[config.mk]
export PLATFORM = sky130hd
export DESIGN_NAME = calendar_date_add_days_top
export DESIGN_NICKNAME = d
export VERILOG_FILES = /design/src/hw/rtl/cdad_pkg.sv /design/src/hw/rtl/cdad_ctrl.sv /design/src/hw/rtl/cdad_datapath.sv /design/src/hw/rtl/calendar_date_add_days_top.sv
export SDC_FILE = /design/constraint.sdc
export NUM_CORES = 1
export LEC_CHECK = 0
export ABC_CLOCK_PERIOD_IN_PS = 6750
export BUFFER_PORTS_ARGS = -buffer_cell sky130_fd_sc_hd__buf_4
export CORE_ASPECT_RATIO = 0.9
export CORE_MARGIN = 5
export CORE_UTILIZATION = 50
export DETAILED_ROUTE_END_ITERATION = 6
export PLACE_DENSITY = 0.76
export SLEW_MARGIN = 25
export SYNTH_ARGS = -nofsm -noshare
export SYNTH_HDL_FRONTEND = slang
export SYNTH_HIERARCHICAL = 1
export SYNTH_SLANG_ARGS = --single-unit
[constraint.sdc]
create_clock -name clock -period 6.75 [get_ports clock]
set_clock_uncertainty 0.15 [all_clocks]
set_input_delay 1.0125 -clock clock [delete_from_list [all_inputs] [get_ports clock]]
set_output_delay 1.0125 -clock clock [all_outputs]
set_load 0.01 [all_outputs]
[src/hw/rtl/cdad_pkg.sv]
// shared types, constants and the month length table for the date adder
// no dependencies
`timescale 1ns / 1ps

package cdad_pkg;

   localparam int YEAR_W  = 14;
   localparam int MONTH_W = 4;
   localparam int DAY_W   = 5;
   localparam int ADD_W   = 20;
   // day count plus the folded day of month (at most 30 more)
   localparam int CNT_W   = ADD_W + 1;
   localparam int QUOT_W  = 8;
   localparam int REM_W   = 7;
   localparam int YLEN_W  = 9;

   localparam int REQ_DATA_W = 48;
   localparam int RSP_DATA_W = 24;

   localparam logic [YEAR_W-1:0]  YEAR_MIN  = 14'd1;
   localparam logic [YEAR_W-1:0]  YEAR_MAX  = 14'd9999;
   localparam logic [MONTH_W-1:0] MONTH_JAN = 4'd1;
   localparam logic [MONTH_W-1:0] MONTH_FEB = 4'd2;
   localparam logic [MONTH_W-1:0] MONTH_DEC = 4'd12;
   localparam logic [YLEN_W-1:0]  YEAR_DAYS = 9'd365;
   localparam logic [REM_W-1:0]   CENTURY_LAST = 7'd99;
   // floor(y / 100) = (y * DIV100_MUL) >> DIV100_SHIFT for every 14-bit y
   localparam logic [12:0]        DIV100_MUL   = 13'd5243;
   localparam int                 DIV100_SHIFT = 19;
   localparam logic [6:0]         CENTURY      = 7'd100;

   typedef enum logic [2:0] {
      ST_IDLE,
      ST_DIV,
      ST_REM,
      ST_CHECK,
      ST_YEAR,
      ST_MONTH,
      ST_DONE
   } state_type;

   typedef struct packed {
      logic load;
      logic div;
      logic rem;
      logic check;
      logic year;
      logic month;
   } cmd_type;

   typedef struct packed {
      logic invalid;
      logic year_skip;
      logic month_skip;
   } status_type;

   function automatic logic [DAY_W-1:0] month_days(input logic [MONTH_W-1:0] month,
                                                   input logic leap);
      logic [DAY_W-1:0] len;
      begin
         case (month)
            4'd1:    len = 5'd31;
            4'd2:    len = leap ? 5'd29 : 5'd28;
            4'd3:    len = 5'd31;
            4'd4:    len = 5'd30;
            4'd5:    len = 5'd31;
            4'd6:    len = 5'd30;
            4'd7:    len = 5'd31;
            4'd8:    len = 5'd31;
            4'd9:    len = 5'd30;
            4'd10:   len = 5'd31;
            4'd11:   len = 5'd30;
            4'd12:   len = 5'd31;
            default: len = 5'd0;
         endcase
         return len;
      end
   endfunction

endpackage

[src/hw/rtl/cdad_ctrl.sv]
// controller state machine for the date adder
// depends on cdad_pkg
`timescale 1ns / 1ps

module cdad_ctrl (
   input  logic                clock,
   input  logic                reset,
   input  logic                req_tvalid,
   output logic                req_tready,
   output logic                rsp_tvalid,
   input  logic                rsp_tready,
   input  cdad_pkg::status_type status,
   output cdad_pkg::cmd_type    cmd
);
   import cdad_pkg::*;

   state_type state_ff;
   state_type state_in;

   always_ff @(posedge clock) begin
      if (reset) begin
         state_ff <= ST_IDLE;
      end else begin
         state_ff <= state_in;
      end
   end

   always_comb begin
      state_in = state_ff;
      case (state_ff)
         ST_IDLE: begin
            if (req_tvalid) begin
               state_in = ST_DIV;
            end
         end
         ST_DIV:   state_in = ST_REM;
         ST_REM:   state_in = ST_CHECK;
         ST_CHECK: state_in = status.invalid ? ST_DONE : ST_YEAR;
         ST_YEAR: begin
            if (!status.year_skip) begin
               state_in = ST_MONTH;
            end
         end
         ST_MONTH: begin
            if (!status.month_skip) begin
               state_in = ST_DONE;
            end
         end
         ST_DONE: begin
            if (rsp_tready) begin
               state_in = ST_IDLE;
            end
         end
         default: state_in = ST_IDLE;
      endcase
   end

   always_comb begin
      cmd        = '0;
      req_tready = 1'b0;
      rsp_tvalid = 1'b0;
      case (state_ff)
         ST_IDLE: begin
            req_tready = 1'b1;
            cmd.load   = req_tvalid;
         end
         ST_DIV:   cmd.div   = 1'b1;
         ST_REM:   cmd.rem   = 1'b1;
         ST_CHECK: cmd.check = 1'b1;
         ST_YEAR:  cmd.year  = 1'b1;
         ST_MONTH: cmd.month = 1'b1;
         ST_DONE:  rsp_tvalid = 1'b1;
         default:  cmd = '0;
      endcase
   end

endmodule

[src/hw/rtl/cdad_datapath.sv]
// date registers, leap year tracking and the year and month step unit
// depends on cdad_pkg
`timescale 1ns / 1ps

module cdad_datapath (
   input  logic                          clock,
   input  logic [cdad_pkg::YEAR_W-1:0]   start_year,
   input  logic [cdad_pkg::MONTH_W-1:0]  start_month,
   input  logic [cdad_pkg::DAY_W-1:0]    start_day,
   input  logic [cdad_pkg::ADD_W-1:0]    days_to_add,
   input  cdad_pkg::cmd_type             cmd,
   output cdad_pkg::status_type          status,
   output logic [cdad_pkg::YEAR_W-1:0]   end_year,
   output logic [cdad_pkg::MONTH_W-1:0]  end_month,
   output logic [cdad_pkg::DAY_W-1:0]    end_day,
   output logic                          invalid_date
);
   import cdad_pkg::*;

   logic [YEAR_W-1:0]  year_ff;
   logic [MONTH_W-1:0] month_ff;
   logic [DAY_W-1:0]   day_ff;
   logic [CNT_W-1:0]   count_ff;
   logic [QUOT_W-1:0]  quot_ff;
   // year mod 100 and (year div 100) mod 4
   logic [REM_W-1:0]   cent_ff;
   logic [1:0]         cq4_ff;
   logic               inv_ff;

   logic [YEAR_W+12:0] prod;
   logic [14:0]        quot_x100;
   logic               leap_cur;
   logic               leap_next;
   logic [YLEN_W-1:0]  year_len;
   logic [DAY_W-1:0]   mon_len;
   logic [REM_W-1:0]   cent_inc;
   logic [1:0]         cq4_inc;
   logic               bad_date;

   assign prod      = {13'd0, year_ff} * {{YEAR_W{1'b0}}, DIV100_MUL};
   assign quot_x100 = {7'd0, quot_ff} * {8'd0, CENTURY};

   assign leap_cur  = (year_ff[1:0] == 2'd0) && ((cent_ff != '0) || (cq4_ff == 2'd0));
   assign leap_next = (year_ff[1:0] == 2'd3) &&
                      ((cent_ff != CENTURY_LAST) || (cq4_ff == 2'd3));

   // from day one of a month, a whole year ahead crosses the next february after march
   assign year_len = YEAR_DAYS + {8'd0, (month_ff <= MONTH_FEB) ? leap_cur : leap_next};
   assign mon_len  = month_days(month_ff, leap_cur);

   assign cent_inc = (cent_ff == CENTURY_LAST) ? '0 : cent_ff + 7'd1;
   assign cq4_inc  = (cent_ff == CENTURY_LAST) ? cq4_ff + 2'd1 : cq4_ff;

   assign bad_date = (year_ff < YEAR_MIN) || (year_ff > YEAR_MAX) ||
                     (month_ff < MONTH_JAN) || (month_ff > MONTH_DEC) ||
                     (day_ff == '0) || (day_ff > mon_len);

   assign status.invalid    = bad_date;
   assign status.year_skip  = count_ff >= {{(CNT_W-YLEN_W){1'b0}}, year_len};
   assign status.month_skip = count_ff >= {{(CNT_W-DAY_W){1'b0}}, mon_len};

   always_ff @(posedge clock) begin
      if (cmd.load) begin
         year_ff  <= start_year;
         month_ff <= start_month;
         day_ff   <= start_day;
         count_ff <= {1'b0, days_to_add};
      end
      if (cmd.div) begin
         quot_ff <= prod[DIV100_SHIFT +: QUOT_W];
      end
      if (cmd.rem) begin
         cent_ff <= REM_W'({1'b0, year_ff} - quot_x100);
         cq4_ff  <= quot_ff[1:0];
      end
      if (cmd.check) begin
         inv_ff <= bad_date;
         if (!bad_date) begin
            // walk from day one of the month
            count_ff <= count_ff + {{(CNT_W-DAY_W){1'b0}}, day_ff} - CNT_W'(1);
         end
      end
      if (cmd.year && status.year_skip) begin
         count_ff <= count_ff - {{(CNT_W-YLEN_W){1'b0}}, year_len};
         year_ff  <= year_ff + YEAR_W'(1);
         cent_ff  <= cent_inc;
         cq4_ff   <= cq4_inc;
      end
      if (cmd.month) begin
         if (status.month_skip) begin
            count_ff <= count_ff - {{(CNT_W-DAY_W){1'b0}}, mon_len};
            if (month_ff == MONTH_DEC) begin
               month_ff <= MONTH_JAN;
               year_ff  <= year_ff + YEAR_W'(1);
               cent_ff  <= cent_inc;
               cq4_ff   <= cq4_inc;
            end else begin
               month_ff <= month_ff + MONTH_W'(1);
            end
         end else begin
            day_ff <= count_ff[DAY_W-1:0] + DAY_W'(1);
         end
      end
   end

   assign end_year     = year_ff;
   assign end_month    = month_ff;
   assign end_day      = day_ff;
   assign invalid_date = inv_ff;

endmodule

[src/hw/rtl/calendar_date_add_days_top.sv]
// an item goes through divide, remainder and check, then one year step per whole year skipped (up to about 2870)
// and one month step per month walked (up to 11); an invalid date goes from check to the result
// throughput: one item at a time, set by the single year and month step unit
// reset: synchronous active high, returns the controller to idle with no result pending
// depends on cdad_pkg, cdad_ctrl and cdad_datapath
`timescale 1ns / 1ps

module calendar_date_add_days_top (
   input  logic                                clock,
   input  logic                                reset,
   input  logic                                req_tvalid,
   output logic                                req_tready,
   // start_year[13:0], start_month[17:14], start_day[22:18], days_to_add[42:23], zero pad
   input  logic [cdad_pkg::REQ_DATA_W-1:0]     req_tdata,
   output logic                                rsp_tvalid,
   input  logic                                rsp_tready,
   // end_year[13:0], end_month[17:14], end_day[22:18], zero pad
   output logic [cdad_pkg::RSP_DATA_W-1:0]     rsp_tdata,
   // invalid_date[0]
   output logic                                rsp_tuser
);
   import cdad_pkg::*;

   cmd_type            cmd;
   status_type         status;
   logic [YEAR_W-1:0]  end_year;
   logic [MONTH_W-1:0] end_month;
   logic [DAY_W-1:0]   end_day;

   cdad_ctrl u_ctrl (
      .clock      (clock),
      .reset      (reset),
      .req_tvalid (req_tvalid),
      .req_tready (req_tready),
      .rsp_tvalid (rsp_tvalid),
      .rsp_tready (rsp_tready),
      .status     (status),
      .cmd        (cmd)
   );

   cdad_datapath u_datapath (
      .clock        (clock),
      .start_year   (req_tdata[13:0]),
      .start_month  (req_tdata[17:14]),
      .start_day    (req_tdata[22:18]),
      .days_to_add  (req_tdata[42:23]),
      .cmd          (cmd),
      .status       (status),
      .end_year     (end_year),
      .end_month    (end_month),
      .end_day      (end_day),
      .invalid_date (rsp_tuser)
   );

   assign rsp_tdata = {1'b0, end_day, end_month, end_year};

endmodule

# After elaboration in Yosys (flattened, before gate mapping)
# Cells that the tools add are included.
# W data, S select, Z words.
# totals
ff_bits	65
inputBits	52
out_inout_bits	27
word_cells	121
# op_classes
addsub	11
n_mul	2
order_cmp	8
eq_ne	26
muxes	47
reduce_logical	18
# op_table
cell	n
$mux W21	6
$mux W14	5
$mux W7	6
$mul A14 B13 Y27 const B	1
$add A21 B5 Y21	1
$ge A21 B5 Y1	1
$ge A21 B9 Y1	1
$pmux W3 S7	1
$sub A21 B1 Y21 const B	1
$sub A21 B5 Y21	1
$sub A21 B9 Y21	1
$eq A4 B4 Y1 const B	5
$eq A4 B3 Y1 const B	4
$mux W4	4
$mux W5	3
$pmux W5 S3	1
$add A14 B1 Y14 const B	1
$gt A14 B14 Y1 const B	1
$lt A14 B1 Y1 const B	1
$mux W2	7
$mux W3	4
$mux W1	10
$add A9 B1 Y9 const A	1
$eq A3 B3 Y1 const B	3
27 further kinds	42

# Logic depth before layout (Yosys ltp)
# logic_depth
word_depth	12
depth_mapped	19
mapped_depth_nobuf	19

# By module
# The synthesis kept the hierarchy.
# modules_own_cells
module	instances	cells_each	area_each_um2	seq_area_each_um2
cdad_datapath	1	1076	9039.9	1241.2
cdad_ctrl	1	30	229.0	60.1
calendar_date_add_days_top	1	2	11.3	0.0

# Worst setup path after synthesis
# OpenSTA, ideal clock, no wires.
# synth_timing
kind	register to register
start	register u_datapath.year_ff[11] (netlist: u_datapath/end_year[11])
end	register u_datapath.quot_ff[4] (data pin)
setup_ns	0.260
arrival_ns	4.696
path_slack_ns	1.644
stages_incl_launch_ff	20
n_path_buf	0
cell_sequence	dfxtp_1 fa_1 ha_1 inv_1 fa_1 inv_1 fa_1 inv_1 fa_1 inv_1 ha_1 nand2_1 nand3_1 or3_1 a211oi_1 o31ai_1 o21ai_0 nand2b_1 a21oi_1 xnor2_1
# synth_between
elab_chain_len	1
# synth_lines
item	line	source
start, declared	cdad_datapath.sv:20	logic [YEAR_W-1:0] year_ff;
start signal, assigned	cdad_datapath.sv:64	year_ff <= start_year;
start signal, assigned	cdad_datapath.sv:85	year_ff <= year_ff + YEAR_W'(1);
start signal, assigned	cdad_datapath.sv:94	year_ff <= year_ff + YEAR_W'(1);
$mul A14 B13 Y27	cdad_datapath.sv:40	assign prod = {13'd0, year_ff} * {{YEAR_W{1'b0}}, DIV100_MUL};
net u_datapath.prod[23]	cdad_datapath.sv:30	logic [YEAR_W+12:0] prod;
end signal, assigned	cdad_datapath.sv:70	quot_ff <= prod[DIV100_SHIFT +: QUOT_W];
end, declared	cdad_datapath.sv:24	logic [QUOT_W-1:0] quot_ff;
# The timed path passes the listed nets, and every way through them passes these cells.
# A chain may end at the register's enable or synchronous reset.

# Worst setup path in the final report
# Same ends and word-level chain as after synthesis.

==> impl_metrics.ini <==
[setup_path]
worst-r2r-cell-count = 19
start_kind = register
worst_ep_required_time_ns = 6.69
critPathCaptureType = register
critPathArrivalTime_ns = 5.66
crit_fanout = 14
critPathKind = register to register

[clocking]
clk_pin_slew_ns = 0.06
cts_tree = built
cts_buffer_depth = 2
insertion_delay_ns = 0.35
post_cts_resized = 0
postCtsSetupRepairBufs = 0
cts_root_buf = clkbuf_16
postCtsHoldBufs = 0
numCtsBuffers = 9
clock-sinks = 62
htreeDepth = 3

[die]
dieWidth_um = 154
core_area_um2 = 18300
die_area_um2 = 21400
io_pins = 79
rows = 47
dieHeight_um = 139
initial_core_util_pct = 50.6

[sta]
tns_ns = 0
finalHoldViolCount = 0
drv_slew = 0
max_freq_ghz = 0.175
slew_headroom_pct = 32.3
rsz0062_at_grt = no
setup_slack_ns = 1.03
setup_viol = 0
tightest_slew_ns = 1.01
fin_crit_sh_pct = 84.7
fin_crit_ns = 5.72

[synth]
synth_cell_types = 74
synth-edff-count = 6
synthSimpleGateAreaFrac_pct = 13.4
synth_xor_area_share_pct = 3.59
syn-cell-area_um2 = 9280
synth_warnings = 6
avgSynthCellArea_um2 = 8.38
synth.most_common_cell = inv_1
synthCells = 1108
synthArstFlopShare_pct = 0
synth_compound_area_share_pct = 19.0
synthMuxAreaShare_pct = 3.25
synth-main-ff-cell = dfxtp_1
synth_seq_area_share_pct = 14.0
synth_area_leaders = ha_1 23%, fa_1 14%, dfxtp_1 12%, inv_1 7.4%, a21oi_1 3.6%
synthAdderAreaFrac_pct = 37.2
synth.largest_area_cell = ha_1
ys_seq_elements = 62
synthesis.nets = 1397
yosys-top-cells-count = 182 x inv_1, 172 x ha_1, 67 x nand2_1
synth_top_family_by_area = adder cells
yosysTopAreaCellShare_pct = 23.2

[final_layout]
finalNetCount = 1449
diodes = 0
drive_gt1_share_pct = 9.18
final_cell_area_um2 = 10300
syn_to_final_growth_pct = 11.2
fillers = 1630
fin_util_pct = 56.3
regArea_um2 = 1300
multi_input_area_um2 = 7100

[global_routing]
grt_pass1_vias = 7786
grt_use_total_pct = 22.5
antenna_found_initial = 0
grt_overflow = 0
grt_first_pass_wirelength_um = 39700
grt_max_degree = 48

[drt]
antenna_left = 0
via_per_inst = 5.67
avgRoutedWirePerCell_um = 16.9
drt_wl_total_um = 23900
dr.pass1.iters = 5
drc = 0
drt_iter0_drc = 675
via_count = 7996

[run_status]
outcome = finished clean

[placed_design]
portBuffers = 72
dpl-instance-area_um2 = 9970
dpl.hpwl_um = 18700
pre_cts_ws_ns = 1.07
globalplace.congestion = 0.932

[worst_hold_path]
min_path_cells = 1
hold_class = register to register

[run]
maxCapViolCount = 0
cell usage in the layout (no fill, tap or decap), types with 6 or more instances in the layout:
cell type  Yosys  routed
clkbuf_16      0       9
a31oi_1        6       6
nand2b_1      12      12
a211oi_1       9       9
a21o_1        14      14
buf_4          7      77
dfxtp_1       56      56
and3_1        11      11
nand3_1       29      29
nor2_1        54      54
nor2b_1       11      11
mux2i_1       29      29
o21ai_0       57      57
nor3_1        17      17
inv_1        182     182
ha_1         172     172
fa_1          65      65
nand2_1       67      67
o22ai_1       34      34
nand4_1        6       6
o211ai_1      15      15
edfxtp_1       6       6
or3_1          6       6
o31ai_1        8       8
and2_1        13      12
xnor2_1       29      29
xor2_1         9       9
a21oi_1       66      66
cells by family (layout without fill, tap and decap cells):
logic type | Yosys count | count (layout)
adders and majority gates | 237 | 237
buffers and inverters | 219 | 276
other | 1 | 1
xor gates and xnor gates | 38 | 38
DFF | 62 | 62
muxes | 30 | 30
AOI/OAI and AO/OA | 272 | 272
and+or+nand+nor | 249 | 249
registers in the layout, indices dropped and copies added (netlist names):
| register | flops |
|---|---|
| u_datapath/count_ff | 21 |
| u_datapath/invalid_date | 1 |
| u_datapath/end_day | 5 |
| u_datapath/cent_ff | 7 |
| u_datapath/end_year | 14 |
| u_ctrl/state_ff | 3 |
| u_datapath/cq4_ff | 2 |
| u_datapath/end_month | 4 |
| u_datapath/quot_ff | 5 |
metrics by stage:
stage	instances	hold WS (ns)
after floorplan	1108	0.311
after global placement	1394	0.332
after detailed placement	1394	0.347
after CTS	1410	0.362
after global routing	1410	0.393
final	1410	0.360
metal layers:
metal  global-route usage [%]  vias up  wire (um)
met3                     3.94       22       1530
met4                     4.46        0        270
met5                        0        -          0
met1                     33.5     3794      11600
met2                     34.5      259      10500
li1                         -     3921          -
worst max-delay path: stages (launching register included):
cell and delay (ns):
dfxtp_1 0.82, fa_1 0.54, ha_1 0.29, inv_1 0.05, fa_1 0.47, inv_1 0.05
fa_1 0.53, inv_1 0.06, fa_1 0.54, inv_1 0.05, ha_1 0.29, nand2_1 0.06
nand3_1 0.10, or3_1 0.35, a211oi_1 0.38, o31ai_1 0.18, o21ai_0 0.17, nand2b_1 0.10
a21oi_1 0.18, xnor2_1 0.09
layout make-up:
cell class                      count  share of cell area, %
Clock inverter                      3                  0.873
Sequential cell                    62                   12.6
Clock buffer                       13                   2.52
Timing Repair Buffer               77                   5.60
Inverter                          183                   6.65
Multi-Input combinational cell    827                   68.8
Tap cell                          245                   2.97
path summary, 6_finish.rpt:
check / slack [ns] / end / startpoint
worst min-delay path: 0.36 / u_datapath/cent_ff[0] / u_datapath/cent_ff[0]
worst min register to register: 0.36 / u_datapath/cent_ff[0] / u_datapath/cent_ff[0]
worst max register to register: 1.03 / u_datapath/quot_ff[4] / u_datapath/end_year[11]
worst max-delay path: 1.03 / u_datapath/quot_ff[4] / u_datapath/end_year[11]
Power is not shown: default switching activity piles up to over one toggle a cycle in this logic, so the estimate is an artifact.
